==> src/sv/ihdp_pkg.sv <==
// ----------------------------------------------------------------------------
// ihdp_pkg
// Shared codes and types for the interval heap double-ended priority queue:
// command codes, error codes, datapath operation codes and the
// control/status structures between the controller and the datapath.
// ----------------------------------------------------------------------------
package ihdp_pkg;

   localparam int CAPACITY_DEFAULT  = 1024;
   localparam int KEY_WIDTH_DEFAULT = 32;

   localparam int FIELD_WIDTH = 32;
   localparam int COUNT_WIDTH = 11;
   localparam int RSP_DATA_WIDTH = 112;

   localparam logic [1:0] ACT_PUSH    = 2'd0;
   localparam logic [1:0] ACT_POP_MIN = 2'd1;
   localparam logic [1:0] ACT_POP_MAX = 2'd2;
   localparam logic [1:0] ACT_CLEAR   = 2'd3;

   localparam logic [1:0] ERR_NONE  = 2'd0;
   localparam logic [1:0] ERR_FULL  = 2'd1;
   localparam logic [1:0] ERR_EMPTY = 2'd2;

   localparam logic [4:0] OP_NOP           = 5'd0;
   localparam logic [4:0] OP_LOAD          = 5'd1;
   localparam logic [4:0] OP_ERR_FULL      = 5'd2;
   localparam logic [4:0] OP_ERR_EMPTY     = 5'd3;
   localparam logic [4:0] OP_PUSH_INIT     = 5'd4;
   localparam logic [4:0] OP_RD_LAST       = 5'd5;
   localparam logic [4:0] OP_SMALL_POP     = 5'd6;
   localparam logic [4:0] OP_RD_ROOT       = 5'd7;
   localparam logic [4:0] OP_TAKE_ROOT     = 5'd8;
   localparam logic [4:0] OP_TAKE_LAST     = 5'd9;
   localparam logic [4:0] OP_CLEAR         = 5'd10;
   localparam logic [4:0] OP_DN_RD_A       = 5'd11;
   localparam logic [4:0] OP_DN_TAKE_A     = 5'd12;
   localparam logic [4:0] OP_DN_TAKE_B     = 5'd13;
   localparam logic [4:0] OP_DN_MOVE       = 5'd14;
   localparam logic [4:0] OP_UP_RD_PARTNER = 5'd15;
   localparam logic [4:0] OP_UP_SWAP       = 5'd16;
   localparam logic [4:0] OP_UP_RD_PMAX    = 5'd17;
   localparam logic [4:0] OP_UP_MOVE_MAX   = 5'd18;
   localparam logic [4:0] OP_UP_RD_PMIN    = 5'd19;
   localparam logic [4:0] OP_UP_MOVE_MIN   = 5'd20;
   localparam logic [4:0] OP_WRITE_KEY     = 5'd21;
   localparam logic [4:0] OP_RD_ZERO       = 5'd22;
   localparam logic [4:0] OP_TAKE_MAX      = 5'd23;
   localparam logic [4:0] OP_TAKE_MIN      = 5'd24;
   localparam logic [4:0] OP_TAKE_BOTH     = 5'd25;
   localparam logic [4:0] OP_ZERO_MINMAX   = 5'd26;

   typedef struct packed {
      logic [4:0] op;
      logic       publish;
   } cmd_type;

   typedef struct packed {
      logic [1:0] act;
      logic       cnt_zero;
      logic       cnt_full;
      logic       cnt_ge2;
      logic       small_pop;
      logic       k_gt1;
      logic       a_ok;
      logic       b_ok;
      logic       partner_ok;
      logic       dn_go;
      logic       pair_swap;
      logic       max_go;
      logic       min_go;
   } status_type;

endpackage

==> src/sv/ihdp_control.sv <==
// ----------------------------------------------------------------------------
// ihdp_control
// Sequencer for one queue command: decode, sift down, sift up, read back the
// extremes, then hand the result to the output register.
// ----------------------------------------------------------------------------
module ihdp_control (
   input  logic                 clock,
   input  logic                 reset,
   input  logic                 req_tvalid,
   output logic                 req_tready,
   output logic                 rsp_tvalid,
   input  logic                 rsp_tready,
   input  ihdp_pkg::status_type st,
   output ihdp_pkg::cmd_type    cmd
);

   localparam logic [4:0] S_IDLE        = 5'd0;
   localparam logic [4:0] S_DECODE      = 5'd1;
   localparam logic [4:0] S_SMALL       = 5'd2;
   localparam logic [4:0] S_ROOT        = 5'd3;
   localparam logic [4:0] S_LAST        = 5'd4;
   localparam logic [4:0] S_DN_A        = 5'd5;
   localparam logic [4:0] S_DN_B        = 5'd6;
   localparam logic [4:0] S_DN_C        = 5'd7;
   localparam logic [4:0] S_DN_CMP      = 5'd8;
   localparam logic [4:0] S_UP_PAIR     = 5'd9;
   localparam logic [4:0] S_UP_PAIR_CMP = 5'd10;
   localparam logic [4:0] S_UPMX        = 5'd11;
   localparam logic [4:0] S_UPMX_CMP    = 5'd12;
   localparam logic [4:0] S_UPMN        = 5'd13;
   localparam logic [4:0] S_UPMN_CMP    = 5'd14;
   localparam logic [4:0] S_WRK         = 5'd15;
   localparam logic [4:0] S_FIN         = 5'd16;
   localparam logic [4:0] S_FIN_MAX     = 5'd17;
   localparam logic [4:0] S_FIN_MIN     = 5'd18;
   localparam logic [4:0] S_DONE        = 5'd19;

   logic [4:0] state_ff, state_in;
   logic       valid_ff, valid_in;

   assign req_tready = (state_ff == S_IDLE);
   assign rsp_tvalid = valid_ff;

   always_comb begin
      state_in    = state_ff;
      cmd.op      = ihdp_pkg::OP_NOP;
      cmd.publish = 1'b0;
      case (state_ff)
         S_IDLE: begin
            if (req_tvalid) begin
               cmd.op   = ihdp_pkg::OP_LOAD;
               state_in = S_DECODE;
            end
         end
         S_DECODE: begin
            case (st.act)
               ihdp_pkg::ACT_PUSH: begin
                  if (st.cnt_full) begin
                     cmd.op   = ihdp_pkg::OP_ERR_FULL;
                     state_in = S_FIN;
                  end else begin
                     cmd.op   = ihdp_pkg::OP_PUSH_INIT;
                     state_in = S_UP_PAIR;
                  end
               end
               ihdp_pkg::ACT_POP_MIN, ihdp_pkg::ACT_POP_MAX: begin
                  if (st.cnt_zero) begin
                     cmd.op   = ihdp_pkg::OP_ERR_EMPTY;
                     state_in = S_FIN;
                  end else if (st.small_pop) begin
                     cmd.op   = ihdp_pkg::OP_RD_LAST;
                     state_in = S_SMALL;
                  end else begin
                     cmd.op   = ihdp_pkg::OP_RD_ROOT;
                     state_in = S_ROOT;
                  end
               end
               default: begin
                  cmd.op   = ihdp_pkg::OP_CLEAR;
                  state_in = S_FIN;
               end
            endcase
         end
         S_SMALL: begin
            cmd.op   = ihdp_pkg::OP_SMALL_POP;
            state_in = S_FIN;
         end
         S_ROOT: begin
            cmd.op   = ihdp_pkg::OP_TAKE_ROOT;
            state_in = S_LAST;
         end
         S_LAST: begin
            cmd.op   = ihdp_pkg::OP_TAKE_LAST;
            state_in = S_DN_A;
         end
         S_DN_A: begin
            if (st.a_ok) begin
               cmd.op   = ihdp_pkg::OP_DN_RD_A;
               state_in = S_DN_B;
            end else begin
               state_in = S_UP_PAIR;
            end
         end
         S_DN_B: begin
            cmd.op   = ihdp_pkg::OP_DN_TAKE_A;
            state_in = st.b_ok ? S_DN_C : S_DN_CMP;
         end
         S_DN_C: begin
            cmd.op   = ihdp_pkg::OP_DN_TAKE_B;
            state_in = S_DN_CMP;
         end
         S_DN_CMP: begin
            if (st.dn_go) begin
               cmd.op   = ihdp_pkg::OP_DN_MOVE;
               state_in = S_DN_A;
            end else begin
               state_in = S_UP_PAIR;
            end
         end
         S_UP_PAIR: begin
            if (st.partner_ok) begin
               cmd.op   = ihdp_pkg::OP_UP_RD_PARTNER;
               state_in = S_UP_PAIR_CMP;
            end else begin
               state_in = S_UPMX;
            end
         end
         S_UP_PAIR_CMP: begin
            if (st.pair_swap) begin
               cmd.op = ihdp_pkg::OP_UP_SWAP;
            end
            state_in = S_UPMX;
         end
         S_UPMX: begin
            if (st.k_gt1) begin
               cmd.op   = ihdp_pkg::OP_UP_RD_PMAX;
               state_in = S_UPMX_CMP;
            end else begin
               state_in = S_UPMN;
            end
         end
         S_UPMX_CMP: begin
            if (st.max_go) begin
               cmd.op   = ihdp_pkg::OP_UP_MOVE_MAX;
               state_in = S_UPMX;
            end else begin
               state_in = S_UPMN;
            end
         end
         S_UPMN: begin
            if (st.k_gt1) begin
               cmd.op   = ihdp_pkg::OP_UP_RD_PMIN;
               state_in = S_UPMN_CMP;
            end else begin
               state_in = S_WRK;
            end
         end
         S_UPMN_CMP: begin
            if (st.min_go) begin
               cmd.op   = ihdp_pkg::OP_UP_MOVE_MIN;
               state_in = S_UPMN;
            end else begin
               state_in = S_WRK;
            end
         end
         S_WRK: begin
            cmd.op   = ihdp_pkg::OP_WRITE_KEY;
            state_in = S_FIN;
         end
         S_FIN: begin
            if (st.cnt_zero) begin
               cmd.op   = ihdp_pkg::OP_ZERO_MINMAX;
               state_in = S_DONE;
            end else begin
               cmd.op   = ihdp_pkg::OP_RD_ZERO;
               state_in = S_FIN_MAX;
            end
         end
         S_FIN_MAX: begin
            if (st.cnt_ge2) begin
               cmd.op   = ihdp_pkg::OP_TAKE_MAX;
               state_in = S_FIN_MIN;
            end else begin
               cmd.op   = ihdp_pkg::OP_TAKE_BOTH;
               state_in = S_DONE;
            end
         end
         S_FIN_MIN: begin
            cmd.op   = ihdp_pkg::OP_TAKE_MIN;
            state_in = S_DONE;
         end
         S_DONE: begin
            if (!valid_ff || rsp_tready) begin
               cmd.publish = 1'b1;
               state_in    = S_IDLE;
            end
         end
         default: state_in = S_IDLE;
      endcase
   end

   assign valid_in = cmd.publish | (valid_ff & ~rsp_tready);

   always_ff @(posedge clock) begin
      if (reset) begin
         state_ff <= S_IDLE;
         valid_ff <= 1'b0;
      end else begin
         state_ff <= state_in;
         valid_ff <= valid_in;
      end
   end

endmodule

==> config.mk <==
export PLATFORM = sky130hd
export DESIGN_NAME = ihdp_control
export DESIGN_NICKNAME = d
export VERILOG_FILES = /design/src/sv/ihdp_pkg.sv /design/src/sv/ihdp_control.sv
export SDC_FILE = /design/constraint.sdc
export NUM_CORES = 1
export LEC_CHECK = 0
export BUFFER_PORTS_ARGS = -buffer_cell sky130_fd_sc_hd__buf_4
export CAP_MARGIN = 5
export CORE_MARGIN = 2
export CORE_UTILIZATION = 53
export CTS_CLUSTER_DIAMETER = 80
export CTS_CLUSTER_SIZE = 14
export DETAILED_ROUTE_END_ITERATION = 16
export MAX_ROUTING_LAYER = met4
export PLACE_DENSITY = 0.86
export SLEW_MARGIN = 20
export SYNTH_ARGS = -nofsm -noshare
export SYNTH_HDL_FRONTEND = slang
export SYNTH_SLANG_ARGS = --single-unit
==> constraint.sdc <==
create_clock -name clock -period 1.8 [get_ports clock]
set_input_delay 0.36 -clock clock [delete_from_list [all_inputs] [get_ports clock]]
set_output_delay 0.36 -clock clock [all_outputs]
set_load 0.01 [all_outputs]
# After elaboration in Yosys (flattened, before gate mapping)
# Cells that the tools add are included.
totals:
  n_memories: 0
  regBits: 6
  ram_bits: 0
  latch_bits: 0
  mem_bits_ro: 0
  in_bits: 18
classes:
  n_addsub: 0
  eq_ne: 23
  n_mux: 35
  n_lt_le_gt_ge: 0
  n_mul: 0
  shift: 0
  n_div: 0
  bitwise_logic: 3
  reduce_logical: 7
ops:
  columns: ["operator", "count"]
  rows:
  - ["5-bit case mux with 19 select lines", 2]
  - ["5-bit 2-to-1 mux", 9]
  - ["5-bit by 4-bit equality test with 1-bit output (second input constant)", 8]
  - ["4-bit 2-to-1 mux", 8]
  - ["5-bit by 3-bit equality test with 1-bit output (second input constant)", 4]
  - ["5-bit equality test (second input constant)", 4]
  - ["5-bit case mux with 2 select lines", 2]
  - ["5-bit by 2-bit equality test with 1-bit output (second input constant)", 2]
  - ["3-bit 2-to-1 mux", 3]
  - ["1-bit 2-to-1 mux", 8]
  - ["2-bit 2-to-1 mux", 3]
  - ["5-bit by 1-bit equality test with 1-bit output (second input constant)", 1]
  - ["5-bit logical NOT", 1]
  - ["2-bit inequality test (second input constant)", 2]
  - ["2-bit OR reduction", 2]
  - ["2-bit by 1-bit equality test with 1-bit output (second input constant)", 1]
  - ["2-bit equality test (second input constant)", 1]
  - ["2-bit logical NOT", 1]
  - ["2-bit AND reduction", 1]
  - ["1-bit bitwise AND", 1]
  - ["1-bit logical NOT", 1]
  - ["1-bit logical OR", 1]
  - ["1-bit inverter", 1]
  - ["1-bit bitwise OR", 1]

# Depth between registers and ports, before layout
# Gate-level depths: netlist (run 1).
logic_depth:
  ltp_word: 5
  depth_mapped: 7
  ltp_nobuf: 6

# Worst setup path before layout (run 1)
# OpenSTA, ideal clock, no wires.
synth_timing:
  path_kind: "input to output"
  startpoint: "input st[12] (netlist name)"
  endpoint: "output cmd[2] (netlist name)"
  path_buffers: 0
  t_arrival_ps: 1295
  stages: 5
  path_slack_ps: 145
  cell_sequence: "inv_1 -> ha_1 -> a221o_1 -> a21oi_1 -> o211ai_1"
synth_rtl:
  columns: ["item", "line", "rtl"]
  rows:
  - ["from (decl)", "ihdp_control.sv:13", "input ihdp_pkg::status_type st,"]
  - ["to (decl)", "ihdp_control.sv:14", "output ihdp_pkg::cmd_type cmd"]

==> flow_metrics.py, run 1 <==
metrics = {
    "synthesis": {
        "top_cells_by_area_synth": "sky130_fd_sc_hd__dfxtp_1 11%, sky130_fd_sc_hd__nor2b_1 6.5%, sky130_fd_sc_hd__o21ai_0 6.2%",
        "post_synth.cell_area_avg_um2": 7.096,
        "synth_largest_area_cell": "sky130_fd_sc_hd__dfxtp_1",
        "synth-async-reset-ratio": 0,
        "netlist-cell-type-count": 50,
        "synth.yosys.warnings": 0,
        "dominant_register_cell_in_the_synthesized_netlist": "sky130_fd_sc_hd__dfxtp_1",
        "yosysSeqAreaShare": 0.1136,
        "number_of_synthesized_flops_with_an_enable_pin": 0,
        "synth_cells": 149,
        "synth_top_area_frac": 0.1136,
        "synth.cell_area_um2": 1057,
        "count_of_state_elements_after_synthesis": 6,
        "synth_fp_nets": 169,
    },
    "floorplanning": {
        "fp.dieW_um": 48.67,
        "io_pins": 26,
        "placement_rows": 16,
        "die_height_um": 48.67,
        "initial_utilization": 0.5501,
        "design.die.area_um2": 2368,
        "core_area_um2": 1922,
    },
    "cells_and_area": {
        "layout.nets": 215,
        "design_area_um2": 1590,
        "final_cells": 220,
        "ratio_of_cells_with_drive_above_1_in_the_final_layout": 0.4560,
        "diodes": 0,
        "area_growth_from_synthesis_to_final_layout_pct": 50.41,
    },
    "timing": {
        "max_freq_mhz": 504.3,
        "setup-violations-final": 5,
        "timing.slew.headroom": 0.6306,
        "worst_clock_skew_ns": 0.0005650,
        "report.final.slew_viol_count": 0,
        "final_critical_path_setup_slack_ns": -0.1828,
        "period_minus_slack_ns": 1.983,
        "grt_setup_unrepaired": "yes",
        "hold_viol": 0,
        "finalHoldWorstSlack_ns": 0.3238,
        "slew_at_the_pin_closest_to_its_max_slew_limit_ns": 0.5529,
        "period_share": 1.102,
    },
    "hold_path": {
        "hold_end": "state_ff[1]$_SDFFE_PP0P_",
        "min_path_cells": 2,
        "min_from": "reset",
        "worstHoldPathType": "input pin to flip-flop",
    },
    "critical_path": {
        "critical_path.reg2reg.startpoint": "state_ff[1]$_SDFFE_PP0P_",
        "path_common_cell": "sky130_fd_sc_hd__buf_4",
        "crit_required_ns": 1.44,
        "worst_setup_path_end_kind": "output pin",
        "r2r_slack_ns": 0.22,
        "r2r-end": "state_ff[2]$_SDFFE_PP0P_",
        "depth_of_the_worst_register_to_register_path": 7,
        "cp_cell_sequence": "buf_4 > inv_1 > ha_1 > a221o_1 > a21oi_1 > o211ai_1 > buf_4",
        "worst-path-max-fanout": 4,
        "cp_data_arrival_time_ns": 1.62,
        "cp_slowest_stage_delay_ns": 0.32,
        "cp_slowest_cell": "sky130_fd_sc_hd__ha_1",
        "timing.critical_path.from_type": "input pin",
        "cp-startpoint": "st[12]",
        "critical_path_class": "input pin to output pin",
    },
    "outcome": {
        "outcome": "finished with violations",
        "violations": "negative setup slack",
    },
    "global_route": {
        "number_of_antenna_violations_at_the_first_check_in_global_routing": 0,
        "global_route_wire_length_before_repair_um": 5802,
        "grt_overflow": 0,
        "grt_pass1_vias": 1279,
        "grt_usage": 0.3160,
        "grt_start_max_net_pins": 14,
    },
    "power": {
        "peakVddDrop_uv": 1020,
        "ratio_of_total_power_to_cell_area_nw_per_um2": 1372,
        "p_leak_nw": 0.6622,
        "power_mw": 2.182,
    },
    "clock_tree": {
        "htree_num_levels": 1,
        "clk_path_buf_depth": 2,
        "post_cts_hold_buffer_count": 0,
        "clock-root-buffer": "sky130_fd_sc_hd__clkbuf_4",
        "cts.sink_count": 6,
        "cts.clk_slew.worst_paths_ns": 0.05,
        "clk-insertion-delay-late_ns": 0.24,
        "cts_made_buffers": 3,
        "cts_tree": "yes",
    },
    "detailed_routing": {
        "routedWlPerCell_um": 17.33,
        "detail_route.drc_violations": 0,
        "dr.pass1.iters": 4,
        "detail_route.vias_per_cell": 6.355,
        "finalWirelength_um": 3812,
        "ant_nets": 0,
        "initialDrtViolationCount": 100,
        "vias": 1398,
    },
    "placement": {
        "placed_cells_incl_taps": 210,
        "post-dp-hpwl_um": 2571,
        "postPlaceCellArea_um2": 1354,
        "port_buffers": 25,
        "globalplace.congestion": 0.9695,
    },
    "flow_run": {
        "max_cap_violations": 0,
    },
}
[through the flow]
stage               setup TNS [ns]  setup WS (ns)    util
floorplan                        0         0.1446       -
global placement           -0.1191        -0.1191  0.7044
detailed placement         -0.1467        -0.1467  0.7044
CTS                        -0.6355        -0.1707  0.7878
global route                -1.137        -0.2531  0.8275
finish                     -0.8078        -0.1828  0.8275
[repair_timing]
item / 4_1_cts / 5_1_grt
resized for setup: 29 / 13
buffers inserted: 3 / 3
gates cloned: 1 / 0
setup endpoints to repair: 6 / 6
pin swaps: 6 / 6
[synth_stat cells (4+ instances only)]
cell,count
sky130_fd_sc_hd__o21ai_0,13
sky130_fd_sc_hd__nor2_1,9
sky130_fd_sc_hd__nand2_1,13
sky130_fd_sc_hd__inv_1,7
sky130_fd_sc_hd__a21oi_1,11
sky130_fd_sc_hd__buf_6,4
sky130_fd_sc_hd__nor3_1,4
sky130_fd_sc_hd__buf_4,6
sky130_fd_sc_hd__dfxtp_1,6
sky130_fd_sc_hd__nor2b_1,11
sky130_fd_sc_hd__a31oi_1,5
[registers in the layout, summed over array words and instances, names as in the netlist]
register,flops
state_ff,5
rsp_tvalid,1
[cell usage in the layout, fill, tap and decap left out, types with 3 or more instances in the layout]
master | synthesis | layout
sky130_fd_sc_hd__buf_6 | 4 | 7
sky130_fd_sc_hd__nand2b_1 | 3 | 3
sky130_fd_sc_hd__a22oi_1 | 3 | 3
sky130_fd_sc_hd__a21oi_1 | 11 | 10
sky130_fd_sc_hd__nor2_1 | 9 | 8
sky130_fd_sc_hd__nor3_4 | 0 | 4
sky130_fd_sc_hd__dfxtp_4 | 0 | 3
sky130_fd_sc_hd__o21ai_1 | 2 | 7
sky130_fd_sc_hd__o21ai_0 | 13 | 8
sky130_fd_sc_hd__a31oi_1 | 5 | 4
sky130_fd_sc_hd__nor2b_1 | 11 | 11
sky130_fd_sc_hd__nand2_1 | 13 | 12
sky130_fd_sc_hd__inv_1 | 7 | 7
sky130_fd_sc_hd__clkbuf_4 | 0 | 3
sky130_fd_sc_hd__buf_4 | 6 | 45
sky130_fd_sc_hd__mux2i_1 | 3 | 3
[area by class of cell]
type	count	area, um^2
fill	124	331.6
inverter	7	26.28
timing repair buffer	55	461.7
multi-input combinational	122	912.1
clock buffer	3	22.52
tap	27	33.78
sequential	6	133.9
[kinds of logic after synthesis]
| kind of cell | count (synthesis) | synth area share |
|---|---|---|
| fa+ha+maj | 2 | 0.02366 |
| buf+inv | 21 | 0.1290 |
| mux | 5 | 0.04970 |
| simple gates | 57 | 0.3077 |
| flops | 6 | 0.1136 |
| compound gates | 58 | 0.3763 |
[per-layer routing]
metal	GRT usage	up-vias	wire length, um
li1	-	643	-
met1	0.3864	647	1497
met2	0.5205	89	1827
met3	0.04012	19	336
met4	0.1381	0	150
met5	-	-	0
[how the worst max path moves through the flow]
stage | to | slack [ns] | depth (start not counted)
floorplan | cmd[2] | 0.14 | 5
global placement | cmd[2] | -0.12 | 7
detailed placement | cmd[2] | -0.15 | 7
CTS | cmd[2] | -0.17 | 7
global route | cmd[2] | -0.25 | 7
finish | cmd[2] | -0.18 | 7
[critical path: cells and delay by family]
kind | cells | cell delay [ns]
fa+ha+maj | 1 | 0.32
buf+inv | 3 | 0.27
compound gates | 3 | 0.66
[where the power goes]
group          switching (mW)  internal, mW
Combinational           0.889         0.902
Clock                  0.0512        0.0756
Sequential             0.0798         0.185
Power figures use the tool's default switching activity.
==> run 2: changes to the inputs <==
- CELL_PAD_IN_SITES_DETAIL_PLACEMENT: unset -> 1
- CELL_PAD_IN_SITES_GLOBAL_PLACEMENT: unset -> 2
- CORE_ASPECT_RATIO: unset -> 1.75
- CORE_UTILIZATION: 53 -> 29
- REMOVE_ABC_BUFFERS: unset -> 1
- SETUP_SLACK_MARGIN: unset -> 0.05
==> run 2 against run 1 <==
The flow still finishes with violations (negative setup slack). Total power increased by 15%. Clock power grew 61%. First-iteration DRC count decreased by 76%. Design area up 11%. Critical path depth did not move. Register-to-register slack worse by 0.07 ns. Combinational power is 12% higher.
==> flow_metrics.py, run 2 (synthesized netlist as in run 1, its figures left out) <==
metrics = {
    "clock_tree": {
        "clock-root-buffer": "sky130_fd_sc_hd__clkbuf_8",
        "htree_num_levels": 1,
        "cts_made_buffers": 3,
        "cts_tree": "yes",
        "clk_path_buf_depth": 2,
        "post_cts_hold_buffer_count": 0,
        "clk-insertion-delay-late_ns": 0.22,
        "cts.clk_slew.worst_paths_ns": 0.04,
        "cts.sink_count": 6,
    },
    "detailed_routing": {
        "ant_nets": 0,
        "dr.pass1.iters": 4,
        "detail_route.drc_violations": 0,
        "initialDrtViolationCount": 24,
        "finalWirelength_um": 4852,
        "routedWlPerCell_um": 19.41,
        "vias": 1401,
        "detail_route.vias_per_cell": 5.604,
    },
    "floorplanning": {
        "io_pins": 26,
        "initial_utilization": 0.2973,
        "core_area_um2": 3556,
        "fp.dieW_um": 49.64,
        "design.die.area_um2": 4164,
        "placement_rows": 29,
        "die_height_um": 83.88,
    },
    "critical_path": {
        "worst_setup_path_end_kind": "output pin",
        "critical_path_class": "flip-flop to output pin",
        "cp_slowest_cell": "sky130_fd_sc_hd__dfxtp_4",
        "cp_num_buf_inv": 2,
        "cp_data_arrival_time_ns": 1.65,
        "cp_slowest_stage_delay_ns": 0.36,
        "crit_required_ns": 1.44,
        "timing.critical_path.from_type": "flip-flop",
        "worst-path-max-fanout": 5,
        "critPathTopFamily": "compound AO/OA/AOI/OAI gates",
        "cp_cell_sequence": "buf_6 > nor3b_4 > a31oi_1 > nor3_2 > a211oi_2 > o211ai_1 > buf_4",
    },
    "power": {
        "p_leak_nw": 0.7420,
        "peakVddDrop_uv": 689.5,
        "power_mw": 2.502,
        "ratio_of_total_power_to_cell_area_nw_per_um2": 1423,
    },
    "placement": {
        "placed_cells_incl_taps": 234,
        "globalplace.congestion": 0.8768,
        "port_buffers": 25,
        "post-dp-hpwl_um": 3391,
    },
    "timing": {
        "setup-violations-final": 5,
        "period_minus_slack_ns": 2.012,
        "final_critical_path_setup_slack_ns": -0.2125,
        "finalHoldWorstSlack_ns": 0.3616,
        "timing.slew.headroom": 0.7232,
        "final.setup.tns_ns": -0.7167,
        "report.final.slew_viol_count": 0,
        "max_freq_mhz": 496.9,
        "slew_at_the_pin_closest_to_its_max_slew_limit_ns": 0.4142,
        "grt_setup_unrepaired": "yes",
        "period_share": 1.118,
        "hold_viol": 0,
        "worst_clock_skew_ns": 0.001008,
    },
    "cells_and_area": {
        "layout.nets": 226,
        "most-common-layout-cells": "55 x sky130_fd_sc_hd__buf_4, 12 x sky130_fd_sc_hd__nand2_1, 11 x sky130_fd_sc_hd__nor2b_1",
        "largest-register": "state_ff",
        "largest_reg_flops": 5,
        "layout_commonest_cell": "sky130_fd_sc_hd__buf_4",
        "area_growth_from_synthesis_to_final_layout_pct": 66.27,
        "diodes": 0,
        "final_design_utilization": 0.4944,
        "final_cells": 250,
        "final.fill_count": 469,
        "ratio_of_cells_with_drive_above_1_in_the_final_layout": 0.4902,
    },
    "global_route": {
        "grt_start_max_net_pins": 15,
        "number_of_antenna_violations_at_the_first_check_in_global_routing": 0,
        "global_route_wire_length_before_repair_um": 7224,
        "grt_usage": 0.2325,
        "grt_pass1_vias": 1528,
        "grt_overflow": 0,
    },
    "outcome": {
        "outcome": "finished with violations",
        "violations": "negative setup slack",
    },
    "flow_run": {
        "max_cap_violations": 0,
    },
    "hold_path": {
        "worstHoldPathType": "input pin to flip-flop",
    },
}
## run 2: cell count changes in the layout (fill, tap and decap cells not counted), sizes merged
cell,before,now
inv,7,6
bufbuf,0,1
clkinvlp,0,1
buf,55,65
## run 2: metal layers
metal | GRT usage | part of all wire | up-vias
li1 | - | - | 661
met1 | 0.2145 | 0.34 | 684
met2 | 0.4497 | 0.60 | 40
met3 | 0.01792 | 0.026 | 16
met4 | 0.1237 | 0.034 | 0
met5 | - | 0 | -
## run 2: area by class of cell
class | count | area [um^2] | area share
clock buffers | 3 | 41.29 | 0.02349
repair buffers | 66 | 604.3 | 0.3438
flip-flops and latches | 6 | 136.4 | 0.07758
multi-input cells | 122 | 888.4 | 0.5053
inverters | 7 | 30.03 | 0.01708
well taps | 46 | 57.56 | 0.03274
## run 2: through the flow
stage	area (um^2)	setup slack, ns
floorplan	947.2	-0.4108
detailed placement	1428	-0.2115
finish	1758	-0.2125
CTS	1673	-0.1790
global route	1758	-0.2915
global placement	1428	-0.1217
## run 2: path summary, 6_finish.rpt
check | start | to | slack (ns) | depth (start not counted)
setup / recovery | state_ff[1]$_SDFFE_PP0P_ | cmd[2] | -0.21 | 7
hold / removal | reset | state_ff[3]$_SDFFE_PP0P_ | 0.36 | 2
setup reg to reg | state_ff[3]$_SDFFE_PP0P_ | state_ff[0]$_SDFFE_PP0P_ | 0.15 | 8
hold reg to reg | state_ff[3]$_SDFFE_PP0P_ | state_ff[2]$_SDFFE_PP0P_ | 0.52 | 1
## run 2: what timing repair did
item	4_1_cts	5_1_grt
endpoints found under the setup margin	8	7
gates cloned	2	0
resized for setup	25	17
pin swaps	5	6
buffers inserted	6	5
endpoints found under the hold margin	0	0
## run 2: power by group
part	leakage (nW)	internal (mW)	switching, mW	total (mW)
sequential	0.0522	0.189	0.102	0.292
combinational	0.668	1.06	0.945	2.01
clock	0.0216	0.144	0.0600	0.204
total	0.742	1.39	1.11	2.50
==> run 3: changes to the inputs <==
- RECOVER_POWER: unset -> 100
==> run 3 against run 2 <==
The run still ends with negative setup slack left. Largest cell class unchanged. Critical path depth stayed put. Critical path type unchanged. Via count stayed put. Highest routed layer unchanged. Register-to-register slack hardly changed. Largest power group unchanged. Die area stayed put.
==> flow_metrics.py, run 3 (synthesized netlist as in run 1, its figures left out) <==
metrics = {
    "clock_tree": {
        "post_cts_hold_buffer_count": 0,
        "clk-insertion-delay-late_ns": 0.22,
        "clk_path_buf_depth": 2,
        "cts_made_buffers": 3,
        "cts.clk_slew.worst_paths_ns": 0.04,
        "cts_tree": "yes",
        "htree_num_levels": 1,
        "cts.sink_count": 6,
        "clock-root-buffer": "sky130_fd_sc_hd__clkbuf_8",
    },
    "detailed_routing": {
        "ant_nets": 0,
        "detail_route.vias_per_cell": 5.604,
        "dr.pass1.iters": 4,
        "routedWlPerCell_um": 19.41,
        "vias": 1401,
        "detail_route.drc_violations": 0,
        "finalWirelength_um": 4852,
        "initialDrtViolationCount": 24,
    },
    "cells_and_area": {
        "final_cells": 250,
        "most-common-layout-cells": "54 x sky130_fd_sc_hd__buf_4, 12 x sky130_fd_sc_hd__nand2_1, 11 x sky130_fd_sc_hd__nor2b_1",
        "ratio_of_cells_with_drive_above_1_in_the_final_layout": 0.4853,
        "diodes": 0,
        "largest-register": "state_ff",
        "layout_commonest_cell": "sky130_fd_sc_hd__buf_4",
        "area_growth_from_synthesis_to_final_layout_pct": 65.92,
        "layout.nets": 226,
        "largest_reg_flops": 5,
    },
    "floorplanning": {
        "placement_rows": 29,
        "die_height_um": 83.88,
        "core_area_um2": 3556,
        "io_pins": 26,
        "initial_utilization": 0.2973,
        "design.die.area_um2": 4164,
        "fp.dieW_um": 49.64,
    },
    "timing": {
        "setup-violations-final": 5,
        "worst_clock_skew_ns": 0.001024,
        "report.final.slew_viol_count": 0,
        "grt_setup_unrepaired": "yes",
        "slew_at_the_pin_closest_to_its_max_slew_limit_ns": 0.4142,
        "hold_viol": 0,
        "period_share": 1.118,
        "max_freq_mhz": 496.9,
        "final_critical_path_setup_slack_ns": -0.2125,
        "finalHoldWorstSlack_ns": 0.3615,
        "timing.slew.headroom": 0.7232,
        "period_minus_slack_ns": 2.012,
    },
    "global_route": {
        "global_route_wire_length_before_repair_um": 7224,
        "grt_overflow": 0,
        "grt_pass1_vias": 1528,
        "grt_start_max_net_pins": 15,
        "number_of_antenna_violations_at_the_first_check_in_global_routing": 0,
        "grt_usage": 0.2325,
    },
    "placement": {
        "port_buffers": 25,
        "globalplace.congestion": 0.8768,
        "placed_cells_incl_taps": 234,
        "post-dp-hpwl_um": 3391,
    },
    "hold_path": {
        "worstHoldPathType": "input pin to flip-flop",
    },
    "power": {
        "ratio_of_total_power_to_cell_area_nw_per_um2": 1426,
        "peakVddDrop_uv": 689.5,
        "p_leak_nw": 0.7377,
    },
    "critical_path": {
        "cp_data_arrival_time_ns": 1.65,
        "cp_cell_sequence": "buf_6 > nor3b_4 > a31oi_1 > nor3_2 > a211oi_2 > o211ai_1 > buf_4",
        "timing.critical_path.from_type": "flip-flop",
        "cp_num_buf_inv": 2,
        "cp_slowest_stage_delay_ns": 0.36,
        "critical_path_class": "flip-flop to output pin",
        "worst-path-max-fanout": 5,
        "cp_slowest_cell": "sky130_fd_sc_hd__dfxtp_4",
        "critPathTopFamily": "compound AO/OA/AOI/OAI gates",
        "crit_required_ns": 1.44,
        "worst_setup_path_end_kind": "output pin",
    },
    "outcome": {
        "violations": "negative setup slack",
        "outcome": "finished with violations",
    },
    "flow_run": {
        "max_cap_violations": 0,
    },
}
## run 3: per-layer routing
layer	share of wire	up-vias	GRT usage	wire length, um
li1	-	661	-	-
met1	0.34	684	0.2145	1651
met2	0.60	40	0.4497	2909
met3	0.026	16	0.01792	125
met4	0.034	0	0.1237	165
met5	0	-	-	0
## run 3: layout make-up
type	count	area, um^2
flip-flops and latches	6	136.4
repair buffers	66	600.6
clock buffers	3	41.29
well taps	46	57.56
inverters	7	30.03
fillers	471	1802
multi-input cells	122	888.4
## run 3: metrics by stage
stage	setup TNS (ns)	instance area (um^2)	util	total power, mW	setup slack (ns)
6_report	-0.7169	1754	0.4933	2.502	-0.2125
3_5_place_dp	-0.2911	1428	0.4015	1.752	-0.2115
2_1_floorplan	-0.9864	947.2	-	0.9957	-0.4108
4_1_cts	-0.5933	1673	0.4704	2.318	-0.1790
3_3_place_gp	-0.1264	1428	0.4015	1.696	-0.1217
5_1_grt	-1.089	1754	0.4933	2.654	-0.2915
## run 3: power by group
part	switching, mW	internal (mW)	total (mW)
clock network	0.0600	0.144	0.204
logic	0.945	1.06	2.01
registers	0.102	0.189	0.291
total	1.11	1.39	2.50
## run 3: what timing repair did
action                                  CTS  global route
resized for setup                        25            17
pin swaps                                 5             6
buffers inserted                          6             5
endpoints found under the setup margin    8             7
endpoints found under the hold margin     0             0
gates cloned                              2             0
## run 3: worst paths after layout
check / slack (ns) / to / startpoint / cells past startpoint
worst max-delay path: -0.21 / cmd[2] / state_ff[1]$_SDFFE_PP0P_ / 7
worst min register to register: 0.52 / state_ff[2]$_SDFFE_PP0P_ / state_ff[3]$_SDFFE_PP0P_ / 1
worst max register to register: 0.15 / state_ff[0]$_SDFFE_PP0P_ / state_ff[3]$_SDFFE_PP0P_ / 8
worst min-delay path: 0.36 / state_ff[3]$_SDFFE_PP0P_ / reset / 2
